===== config.mk =====
export PLATFORM = sky130hd
export DESIGN_NAME = frequency_promote_cache_list
export DESIGN_NICKNAME = d
export VERILOG_FILES = /design/src/design/fpcl_pkg.sv /design/src/design/fpcl_list.sv /design/src/design/fpcl_scan.sv /design/src/design/frequency_promote_cache_list.sv
export VERILOG_INCLUDE_DIRS = /design/src /design/src/design
export SDC_FILE = /design/constraint.sdc
export NUM_CORES = 1
export LEC_CHECK = 0
export ABC_AREA = 1
export BUFFER_PORTS_ARGS = -buffer_cell sky130_fd_sc_hd__buf_2
export CAP_MARGIN = 0
export CORE_AREA = 5 5 218 220
export CTS_BUF_LIST = sky130_fd_sc_hd__clkbuf_2 sky130_fd_sc_hd__clkbuf_4 sky130_fd_sc_hd__clkbuf_8
export CTS_CLUSTER_SIZE = 28
export DETAILED_ROUTE_END_ITERATION = 16
export DIE_AREA = 0 0 223 225
export PLACE_DENSITY_LB_ADDON = 0.05
export SYNTH_ARGS = -nofsm -noshare
export SYNTH_HDL_FRONTEND = slang
export SYNTH_HIERARCHICAL = 1
export SYNTH_SLANG_ARGS = --single-unit

===== constraint.sdc =====
create_clock -name clk -period 8.35 [get_ports clk]
set_clock_uncertainty 0.15 [all_clocks]
set_input_delay 0.4175 -clock clk [delete_from_list [all_inputs] [get_ports clk]]
set_output_delay 0.4175 -clock clk [all_outputs]
set_load 0.01 [all_outputs]

===== src/design/frequency_promote_cache_list_assert.svh =====
// assertion macros for the frequency promote cache list
// used by the top level, no other dependencies
`ifndef FREQUENCY_PROMOTE_CACHE_LIST_ASSERT_SVH
`define FREQUENCY_PROMOTE_CACHE_LIST_ASSERT_SVH

// same-cycle implication, disabled during reset
`define FPCL_ASSERT_NOW(label, ante, cons, msg) \
  label: assert property (@(posedge clk) disable iff (!rst_n) (ante) |-> (cons)) \
    else $error(msg);

// next-cycle implication, disabled during reset
`define FPCL_ASSERT_NEXT(label, ante, cons, msg) \
  label: assert property (@(posedge clk) disable iff (!rst_n) (ante) |=> (cons)) \
    else $error(msg);

`endif


===== src/design/fpcl_pkg.sv =====
// shared types and constants for the frequency promote cache list
// no dependencies
`timescale 1ns / 1ps

package fpcl_pkg;

  localparam int CAPACITY = 4;
  localparam int IDX_W    = $clog2(CAPACITY);
  localparam int CNT_W    = $clog2(CAPACITY + 1);
  localparam int KEY_W    = 64;
  localparam int HC_W     = 16;

  localparam logic [HC_W-1:0] COUNT_MAX    = {HC_W{1'b1}};
  localparam logic [HC_W-1:0] THRESH_RESET = HC_W'(5);

  localparam logic OP_ACCESS = 1'b0;
  localparam logic OP_CLEAR  = 1'b1;

  typedef enum logic [1:0] {
    ST_IDLE,
    ST_SCAN,
    ST_UPDATE
  } state_t;

  typedef struct packed {
    logic             shift_en;
    logic [IDX_W-1:0] upto;
    logic             front_we;
    logic             pos_we;
    logic [IDX_W-1:0] pos;
    logic [HC_W-1:0]  cnt;
  } list_ctl_t;

  typedef struct packed {
    logic             done;
    logic             found;
    logic [IDX_W-1:0] pos;
    logic [HC_W-1:0]  old_cnt;
  } scan_res_t;

endpackage


===== src/design/fpcl_list.sv =====
// ordered entry list: keys and hit counters, front first
// depends on fpcl_pkg
`timescale 1ns / 1ps

module fpcl_list (
  input  logic                     clk,
  input  fpcl_pkg::list_ctl_t      ctl,
  input  logic [fpcl_pkg::KEY_W-1:0] wr_key,
  input  logic [fpcl_pkg::IDX_W-1:0] rd_idx,
  output logic [fpcl_pkg::KEY_W-1:0] rd_key,
  output logic [fpcl_pkg::HC_W-1:0]  rd_cnt,
  output logic [fpcl_pkg::KEY_W-1:0] tail_key
);
  import fpcl_pkg::*;

  logic [KEY_W-1:0] keys_r [CAPACITY];
  logic [HC_W-1:0]  cnts_r [CAPACITY];

  always_ff @(posedge clk) begin
    // entry 0 takes the front word or updates its counter in place
    if (ctl.front_we) begin
      keys_r[0] <= wr_key;
      cnts_r[0] <= ctl.cnt;
    end else if (ctl.pos_we && ctl.pos == '0) begin
      cnts_r[0] <= ctl.cnt;
    end
    // later entries shift back by one or update in place
    for (int i = 1; i < CAPACITY; i++) begin
      if (ctl.shift_en && IDX_W'(i) <= ctl.upto) begin
        keys_r[i] <= keys_r[i-1];
        cnts_r[i] <= cnts_r[i-1];
      end else if (ctl.pos_we && ctl.pos == IDX_W'(i)) begin
        cnts_r[i] <= ctl.cnt;
      end
    end
  end

  assign rd_key   = keys_r[rd_idx];
  assign rd_cnt   = cnts_r[rd_idx];
  assign tail_key = keys_r[CAPACITY-1];

endmodule


===== src/design/fpcl_scan.sv =====
// key search engine: one shared 64-bit comparator walks the list front to back
// depends on fpcl_pkg
`timescale 1ns / 1ps

module fpcl_scan (
  input  logic                       clk,
  input  logic                       rst_n,
  input  logic                       start,
  input  logic [fpcl_pkg::KEY_W-1:0] key,
  input  logic [fpcl_pkg::CNT_W-1:0] total,
  output logic [fpcl_pkg::IDX_W-1:0] rd_idx,
  input  logic [fpcl_pkg::KEY_W-1:0] rd_key,
  input  logic [fpcl_pkg::HC_W-1:0]  rd_cnt,
  output fpcl_pkg::scan_res_t        res
);
  import fpcl_pkg::*;

  logic             busy_r, busy_nxt;
  logic [IDX_W-1:0] idx_r, idx_nxt;
  logic             found_r, found_nxt;
  logic [IDX_W-1:0] pos_r, pos_nxt;
  logic [HC_W-1:0]  cnt_r, cnt_nxt;
  logic             match;
  logic             last;
  logic             done;

  assign match = (rd_key == key);
  assign last  = (CNT_W'(idx_r) + CNT_W'(1)) >= total;
  assign done  = busy_r && (match || last);

  always_comb begin
    busy_nxt  = busy_r;
    idx_nxt   = idx_r;
    found_nxt = found_r;
    pos_nxt   = pos_r;
    cnt_nxt   = cnt_r;
    if (start) begin
      busy_nxt  = 1'b1;
      idx_nxt   = '0;
      found_nxt = 1'b0;
    end else if (busy_r) begin
      idx_nxt = idx_r + IDX_W'(1);
      if (done) begin
        busy_nxt = 1'b0;
      end
      if (match) begin
        found_nxt = 1'b1;
        pos_nxt   = idx_r;
        cnt_nxt   = rd_cnt;
      end
    end
  end

  always_ff @(posedge clk) begin
    if (!rst_n) begin
      busy_r  <= 1'b0;
      found_r <= 1'b0;
    end else begin
      busy_r  <= busy_nxt;
      found_r <= found_nxt;
    end
  end

  always_ff @(posedge clk) begin
    idx_r <= idx_nxt;
    pos_r <= pos_nxt;
    cnt_r <= cnt_nxt;
  end

  assign rd_idx      = idx_r;
  assign res.done    = done;
  assign res.found   = found_r;
  assign res.pos     = pos_r;
  assign res.old_cnt = cnt_r;

endmodule


===== src/design/frequency_promote_cache_list.sv =====
// top level of the frequency promote cache list: sequencer, threshold, result register
// depends on fpcl_pkg, fpcl_scan, fpcl_list and the assertion header
`timescale 1ns / 1ps

// channel   direction  ports
// in        input      in_valid, in_stall, in_op, in_key
// out       output     out_valid, out_stall, out_hit, out_hit_count, out_evicted,
//                      out_evicted_key, out_occupancy
// cfg       input      cfg_we, cfg_wdata (promote threshold)
//
// an access runs from accept through the search and the list update to the result, and
// the search takes n = 1 to 4 key compares (one per cycle through the single comparator),
// n = 0 on clear or empty list
// the next word is accepted once the list update of the previous one is done
// synchronous active-low reset empties the list and sets the threshold to 5
// a stalled result holds in the output register; a new word may still be taken

module frequency_promote_cache_list (
  input  logic                       clk,
  input  logic                       rst_n,
  input  logic                       in_valid,
  output logic                       in_stall,
  input  logic                       in_op,
  input  logic [fpcl_pkg::KEY_W-1:0] in_key,
  output logic                       out_valid,
  input  logic                       out_stall,
  output logic                       out_hit,
  output logic [fpcl_pkg::HC_W-1:0]  out_hit_count,
  output logic                       out_evicted,
  output logic [fpcl_pkg::KEY_W-1:0] out_evicted_key,
  output logic [fpcl_pkg::CNT_W-1:0] out_occupancy,
  input  logic                       cfg_we,
  input  logic [fpcl_pkg::HC_W-1:0]  cfg_wdata
);
  import fpcl_pkg::*;
  `include "frequency_promote_cache_list_assert.svh"

  state_t           state_r, state_nxt;
  logic             op_r;
  logic [KEY_W-1:0] key_r;
  logic [CNT_W-1:0] total_r, total_nxt;
  logic [HC_W-1:0]  thr_r;

  logic             out_valid_r, out_valid_nxt;
  logic             out_hit_r, out_hit_nxt;
  logic [HC_W-1:0]  out_hit_count_r, out_hit_count_nxt;
  logic             out_evicted_r, out_evicted_nxt;
  logic [KEY_W-1:0] out_evicted_key_r, out_evicted_key_nxt;
  logic [CNT_W-1:0] out_occupancy_r, out_occupancy_nxt;

  logic             in_acc;
  logic             scan_start;
  logic             upd_go;
  logic             full;
  logic             promote;
  logic             hit_found;
  logic [HC_W-1:0]  newc;

  logic [IDX_W-1:0] rd_idx;
  logic [KEY_W-1:0] rd_key;
  logic [HC_W-1:0]  rd_cnt;
  logic [KEY_W-1:0] tail_key;
  scan_res_t        scan_res;
  list_ctl_t        ctl;

  fpcl_scan u_scan (
    .clk    (clk),
    .rst_n  (rst_n),
    .start  (scan_start),
    .key    (key_r),
    .total  (total_r),
    .rd_idx (rd_idx),
    .rd_key (rd_key),
    .rd_cnt (rd_cnt),
    .res    (scan_res)
  );

  fpcl_list u_list (
    .clk      (clk),
    .ctl      (ctl),
    .wr_key   (key_r),
    .rd_idx   (rd_idx),
    .rd_key   (rd_key),
    .rd_cnt   (rd_cnt),
    .tail_key (tail_key)
  );

  assign in_acc  = in_valid && !in_stall;
  assign full    = total_r >= CNT_W'(CAPACITY);
  assign promote = scan_res.old_cnt >= thr_r;
  // an empty list skips the search, so its found flag is stale
  assign hit_found = scan_res.found && total_r != '0;
  assign newc    = (scan_res.old_cnt == COUNT_MAX) ? COUNT_MAX
                                                   : scan_res.old_cnt + HC_W'(1);

  // next state
  always_comb begin
    state_nxt = state_r;
    unique case (state_r)
      ST_IDLE: begin
        if (in_acc) begin
          state_nxt = (in_op == OP_ACCESS && total_r != '0) ? ST_SCAN : ST_UPDATE;
        end
      end
      ST_SCAN: begin
        if (scan_res.done) begin
          state_nxt = ST_UPDATE;
        end
      end
      ST_UPDATE: begin
        if (upd_go) begin
          state_nxt = ST_IDLE;
        end
      end
      default: state_nxt = ST_IDLE;
    endcase
  end

  // sequencer outputs
  always_comb begin
    in_stall   = 1'b1;
    scan_start = 1'b0;
    upd_go     = 1'b0;
    unique case (state_r)
      ST_IDLE: begin
        in_stall   = 1'b0;
        scan_start = in_valid && in_op == OP_ACCESS && total_r != '0;
      end
      ST_SCAN: begin
        in_stall = 1'b1;
      end
      ST_UPDATE: begin
        upd_go = !(out_valid_r && out_stall);
      end
      default: in_stall = 1'b1;
    endcase
  end

  // list update and result word
  always_comb begin
    ctl                 = '0;
    total_nxt           = total_r;
    out_valid_nxt       = out_valid_r && out_stall;
    out_hit_nxt         = out_hit_r;
    out_hit_count_nxt   = out_hit_count_r;
    out_evicted_nxt     = out_evicted_r;
    out_evicted_key_nxt = out_evicted_key_r;
    out_occupancy_nxt   = out_occupancy_r;
    if (upd_go) begin
      out_valid_nxt       = 1'b1;
      out_hit_nxt         = 1'b0;
      out_hit_count_nxt   = '0;
      out_evicted_nxt     = 1'b0;
      out_evicted_key_nxt = '0;
      priority if (op_r == OP_CLEAR) begin
        total_nxt = '0;
      end else if (hit_found) begin
        out_hit_nxt       = 1'b1;
        out_hit_count_nxt = newc;
        ctl.cnt           = newc;
        if (promote) begin
          ctl.shift_en = 1'b1;
          ctl.upto     = scan_res.pos;
          ctl.front_we = 1'b1;
        end else begin
          ctl.pos_we = 1'b1;
          ctl.pos    = scan_res.pos;
        end
      end else begin
        out_hit_count_nxt = HC_W'(1);
        ctl.cnt           = HC_W'(1);
        ctl.shift_en      = 1'b1;
        ctl.front_we      = 1'b1;
        if (full) begin
          ctl.upto            = IDX_W'(CAPACITY - 1);
          out_evicted_nxt     = 1'b1;
          out_evicted_key_nxt = tail_key;
        end else begin
          ctl.upto  = total_r[IDX_W-1:0];
          total_nxt = total_r + CNT_W'(1);
        end
      end
      out_occupancy_nxt = total_nxt;
    end
  end

  always_ff @(posedge clk) begin
    if (!rst_n) begin
      state_r     <= ST_IDLE;
      total_r     <= '0;
      thr_r       <= THRESH_RESET;
      out_valid_r <= 1'b0;
    end else begin
      state_r     <= state_nxt;
      total_r     <= total_nxt;
      out_valid_r <= out_valid_nxt;
      if (cfg_we) begin
        thr_r <= cfg_wdata;
      end
    end
  end

  always_ff @(posedge clk) begin
    if (in_acc) begin
      op_r  <= in_op;
      key_r <= in_key;
    end
    out_hit_r         <= out_hit_nxt;
    out_hit_count_r   <= out_hit_count_nxt;
    out_evicted_r     <= out_evicted_nxt;
    out_evicted_key_r <= out_evicted_key_nxt;
    out_occupancy_r   <= out_occupancy_nxt;
  end

  assign out_valid       = out_valid_r;
  assign out_hit         = out_hit_r;
  assign out_hit_count   = out_hit_count_r;
  assign out_evicted     = out_evicted_r;
  assign out_evicted_key = out_evicted_key_r;
  assign out_occupancy   = out_occupancy_r;

  `FPCL_ASSERT_NOW(a_total_bound, 1'b1, total_r <= CNT_W'(CAPACITY), "entry count above capacity")
  `FPCL_ASSERT_NEXT(a_scan_to_update, state_r == ST_SCAN && scan_res.done, state_r == ST_UPDATE, "search end did not start the update")
  `FPCL_ASSERT_NEXT(a_update_loads_out, upd_go, out_valid_r, "update finished without a result word")
  `FPCL_ASSERT_NOW(a_hit_no_evict, out_valid_r && out_hit_r, !out_evicted_r, "hit reported an eviction")

endmodule

Word level (Yosys, flattened, before mapping) --
Memory sizes are Yosys's and may differ from the RTL's. A register that Yosys moved wholly into a read port is not among the register bits. Index checks and enable logic that the tools add are counted.
Storage, ports and cells: bits of input ports 86, flip-flop bits (word level) 114, output and inout bits 87, memory bits (writable) 320, word-level logic and storage cells 121, memories 2
Operators by class: muxes and demuxes 52, add/subtract/negate cells 4, reductions and logical operators 25, equal/unequal tests 10, bitwise operators 8, $lt $le $gt $ge 6
Memory list:
- u_list.keys_r | depth 4, width 64, rd ports 5, clocked after Yosys merged registers in 2, write ports 4, RTL line fpcl_list.sv:16 | logic [KEY_W-1:0] keys_r [CAPACITY];
- u_list.cnts_r | depth 4, width 16, rd ports 4, clocked after Yosys merged registers in 1, write ports 4, RTL line fpcl_list.sv:17 | logic [HC_W-1:0] cnts_r [CAPACITY];
Operators with widths (count):
- 2-to-1 mux 16 bit | 6
- == test 64 bit | 1
- 2-to-1 mux 23 bit | 2
- 2-to-1 mux 1 bit | 29
- adder 16 x 1 -> 16 bit (second input constant) | 1
- == test 16 bit (second input constant) | 1
- greater-or-equal comparator 16 bit | 1
- 2-to-1 mux 3 bit | 5
- logical AND 1 bit | 14
- 2-to-1 mux 2 bit | 7
- 2-to-1 mux 4 bit | 2
- == test 2 bit (second input constant) | 3
- one-hot mux 2 bit (3 select lines) | 1
- AND reduction 3 bit | 2
- == test 2 x 1 -> 1 bit (second input constant) | 2
- less-or-equal comparator 2 bit (first input constant) | 2
- zero test 2 bit | 2
- inequality test 2 bit (second input constant) | 2
- inverter 1 bit | 4
- bitwise OR 1 bit | 4
- OR reduction 2 bit | 2
- adder 2 x 1 -> 3 bit (second input constant) | 1
- adder 3 x 1 -> 3 bit (second input constant) | 1
- greater-or-equal comparator 3 bit | 1
- other kinds (9) | 9

Depth between registers and ports, before layout --
depth after elaboration 11, gate-level depth with buffers 21, depth with buffers taken out 18

Cells and area by module --
The synthesis kept the hierarchy.
Modules (own cells, without submodules):
- fpcl_list | cells an instance 1106, area each 13294.0 um^2, sequential area each 9609.2 um^2, instances 1
- frequency_promote_cache_list | cells an instance 611, area each 7078.0 um^2, sequential area each 4944.7 um^2, instances 1
- fpcl_scan | cells an instance 374, area each 2067.0 um^2, sequential area each 620.6 um^2, instances 1

Worst setup path after synthesis --
No wires, ideal clock.
path kind input to register, start point input port out_stall, end point memory u_list.keys_r[3][0], enable pin, data required time 7782 ps, stages on the path 10, setup time 418 ps, arrival 6640 ps, setup slack 1142 ps, buffers on the path 1, path through nand2_1 -> inv_1 -> nor2_2 -> nand2_1 -> inv_1 -> nand2_1 -> inv_1 -> nand3_2 -> buf_2 -> inv_1
RTL lines:
- start, declared | RTL line frequency_promote_cache_list.sv:26 | input logic out_stall,
- end, declared | RTL line fpcl_list.sv:16

==> summary.txt <==
Logic synthesis
  – Cells after synthesis: 2091
  – Asr flop ratio synth: 0%
  – Syn. warnings: 6
  – Post-Syn Area: 0.02244 mm2
  – Distinct cells, synth: 36
  – Sequential share of the synthesized area: 67.63%
  – Number of synthesized register bits: 514
  – EDFF count, synth: 488
  – Synth Flop Type: edfxtp_1
  – Post-synth net total: 2201
  – Avg Cell Area, Syn: 10.73 um2

Layout
  – Fin area: 0.02622 mm2
  – # nets final: 2484
  – Share of cells above drive strength 1: 14.85%
  – Filler cells: 3900
  – Synthesis-to-finish area growth: 16.86%

Floorplanning
  – Initial Utilization: 49.77%
  – Die area: 0.05018 mm2
  – IO Count: 173
  – Core Region: 0.04509 mm2
  – Die W: 223 um
  – Row count: 78
  – DIE HEIGHT: 225 um

Critical path
  – CP endpoint: u_scan/cnt_r[10]
  – Reg-to-Reg End: u_scan/cnt_r[10]
  – WS Path Type: reg2reg
  – Arrival @ worst endpoint: 4.19 ns
  – CP Launch Type: flop
  – Required @ worst endpoint: 8.52 ns
  – Max FO, Critical Path: 85
  – Worst setup EP type: flop
  – Reg2Reg Depth: 14
  – Critical path startpoint: u_scan/rd_idx[1]
  – Critical R2R Launch: u_scan/rd_idx[1]
  – R2R Setup Slk: 4.32 ns

Placement
  – HPWL Detailed: 31090 um
  – DP Worst Slack: 4.264 ns
  – Routability cong.: 0.8209
  – Port bufs: 172
  – Post-DP Area: 0.02375 mm2

Routing
  – Vias: 14720
  – WL per Instance: 16.61 um
  – Drt drc: 0
  – Initial DRC count: 1099
  – Vias per inst: 4.856
  – Drt first pass iters: 5
  – Routed WL: 50350 um
  – Remaining antenna violation count after routing: 0

Power and ir drop
  – Cell area power density: 246.0 mW/mm2
  – Maximum vdd drop: 0.0002366 V
  – Sw Share: 30.09%
  – Int Power: 4.509 mW
  – Combinational Power Share: 19.7%
  – NetSw: 1.940 mW
  – Clk network pwr share: 32.6%
  – Power share of the sequential group: 47.7%
  – Final Total Pwr: 6.450 mW
  – Lkg Pwr: 11.18 nW

Hold path
  – Min-delay src: cfg_wdata[10]
  – Hold Crit Class: in2reg
  – Hold path depth: 3

Run
  – # Max-Cap Violations: 0

Clock network
  – Root Driver: clkbuf_8
  – Post-CTS resize count: 0
  – Setup Fix Bufs, Post-CTS: 0
  – # H-tree levels: 3
  – Hold Buf Count CTS: 88
  – CTS tree: built
  – Clock Latency Late Sink: 0.65 ns
  – Num CTS Buffers: 85
  – # clock sinks: 514
  – Clock transition at path regs: 0.06 ns
  – Clock Path Buffers: 3

Global routing
  – Global route overflow: 0
  – Tot GR Track Use: 20.02%
  – Vias in the first global route: 14640
  – Global-route wire length before repair: 80200 um
  – Initial antenna violation count: 0
  – Largest net degree at the start of global routing: 221

STA
  – Final worst setup slack: 4.324 ns
  – Count of final setup violators: 0
  – Period Utilization, post-route: 48.21%
  – Fin Hold WS: 0.02301 ns
  – Final Critical Period: 4.026 ns
  – Final Max Tran Viols: 0
  – Fin. Hold Viols: 0
  – Maximum clock rate: 0.2484 GHz
  – Worst slew margin: 28.94%
  – RSZ-0062 raised after global routing: no
  – Setup TNS: 0 ns
  – Worst-Margin Slew: 1.066 ns

Run status
  – Status: finished clean
## how the worst min path moves through the flow
stage                                 endpoint  slack (ns)
after global routing                 thr_r[10]        0.04
after floorplan            u_list/keys_r[1][0]        0.27
after detailed placement   u_list/keys_r[1][6]        0.28
after CTS                            thr_r[13]       0.009
final                                thr_r[10]        0.02
after global placement    u_list/keys_r[1][13]        0.27
## state kept, by name, indices dropped and copies added, names as in the netlist
signal and flops:
out_hit 1, u_scan/found_r 1, out_occupancy 3, out_evicted_key 64, out_valid 1, thr_r 16
u_list/cnts_r 64, u_scan/pos_r 2, u_scan/cnt_r 16, op_r 1, total_r 3, state_r 2
u_scan/rd_idx 2, u_list/keys_r 256, out_hit_count 16, key_r 64, u_scan/busy_r 1, out_evicted 1
## synth_stat cells, types with 9 or more instances
| library cell | instances | share of area (%) |
|---|---|---|
| edfxtp_1 | 488 | 65 |
| nand2_1 | 466 | 7.8 |
| inv_1 | 383 | 6.4 |
| nor2_1 | 189 | 3.2 |
| a21oi_1 | 114 | 2.5 |
| o211ai_1 | 80 | 2.7 |
| o21ai_0 | 69 | 1.5 |
| nand3_1 | 60 | 1.3 |
| o21ai_1 | 41 | 0.91 |
| buf_2 | 39 | 0.87 |
| dfxtp_1 | 26 | 2.3 |
| ha_1 | 24 | 1.3 |
| clkbuf_1 | 16 | 0.27 |
| xor2_1 | 15 | 0.59 |
| buf_6 | 10 | 0.50 |
| nor3_2 | 9 | 0.40 |
## worst max-delay path, stage by stage (launching register included)
cell and delay, ns:
dfxtp_4 0.97, buf_4 0.88, o211ai_1 0.19, nand2_1 0.15, inv_1 0.05, nand2_1 0.05
nand2_1 0.05, nor2_1 0.11, nand2_1 0.10, nor2_1 0.11, nand2_1 0.13, nor2_2 0.18
nand3_2 0.11, nor2_1 0.10, buf_4 0.27
## logic make-up (layout without fill, tap and decap cells)
kind of cell | count (synthesis) | in the layout | synth area share, %
AND/OR/NAND/NOR | 758 | 758 | 13.90
flip-flops | 514 | 514 | 67.63
buffers and inverters | 466 | 806 | 8.487
AO/OA/AOI/OAI | 310 | 310 | 7.912
adder cells (fa/ha/maj) | 24 | 24 | 1.338
XOR/XNOR | 19 | 19 | 0.7416
other | 0 | 1 | 0
## cell usage in the layout (no fill, tap or decap), types with 60 or more instances in the layout
cell | netlist | layout
clkbuf_8 | 0 | 90
a21oi_1 | 114 | 114
nand3_1 | 60 | 60
inv_1 | 383 | 379
o21ai_0 | 69 | 66
nor2_1 | 189 | 188
buf_2 | 39 | 172
edfxtp_1 | 488 | 488
dlygate4sd3_1 | 0 | 88
o211ai_1 | 80 | 80
nand2_1 | 466 | 466
## per-stage QoR
step	utilization [%]	instances
global placement	52.68	2799
finish	58.16	3032
global route	58.15	3031
detailed placement	52.68	2799
CTS	58.15	3031
floorplan	-	2091
## cell type report
class,instances,area (um2),area share [%]
Tap cell,600,750.7,2.863
Multi-Input combinational cell,1111,5380,20.52
Inverter,389,1466,5.592
Clock buffer,116,1434,5.468
Antenna cell,1,2.502,0.009543
Timing Repair Buffer,273,1852,7.062
Sequential cell,514,15180,57.90
Clock inverter,28,153.9,0.5869
## power groups by stage
stage | Combinational, mW | Clock (mW) | Sequential (mW)
5_1_grt | 1.47 | 2.30 | 3.10
4_1_cts | 1.27 | 2.18 | 3.08
2_1_floorplan | 1.07 | 0 | 3.00
6_report | 1.27 | 2.10 | 3.08
3_5_place_dp | 1.23 | 0 | 3.13
3_3_place_gp | 1.21 | 0 | 3.13
## layer usage
| layer | vias up | wire length [um] | GRT usage (%) |
|---|---|---|---|
| met5 | - | 0 | 0 |
| met4 | 0 | 873 | 5.909 |
| met3 | 52 | 2840 | 3.660 |
| met2 | 408 | 23090 | 31.28 |
| met1 | 6812 | 23540 | 29.04 |
| li1 | 7452 | - | - |
(Power assumes the default switching activity.)
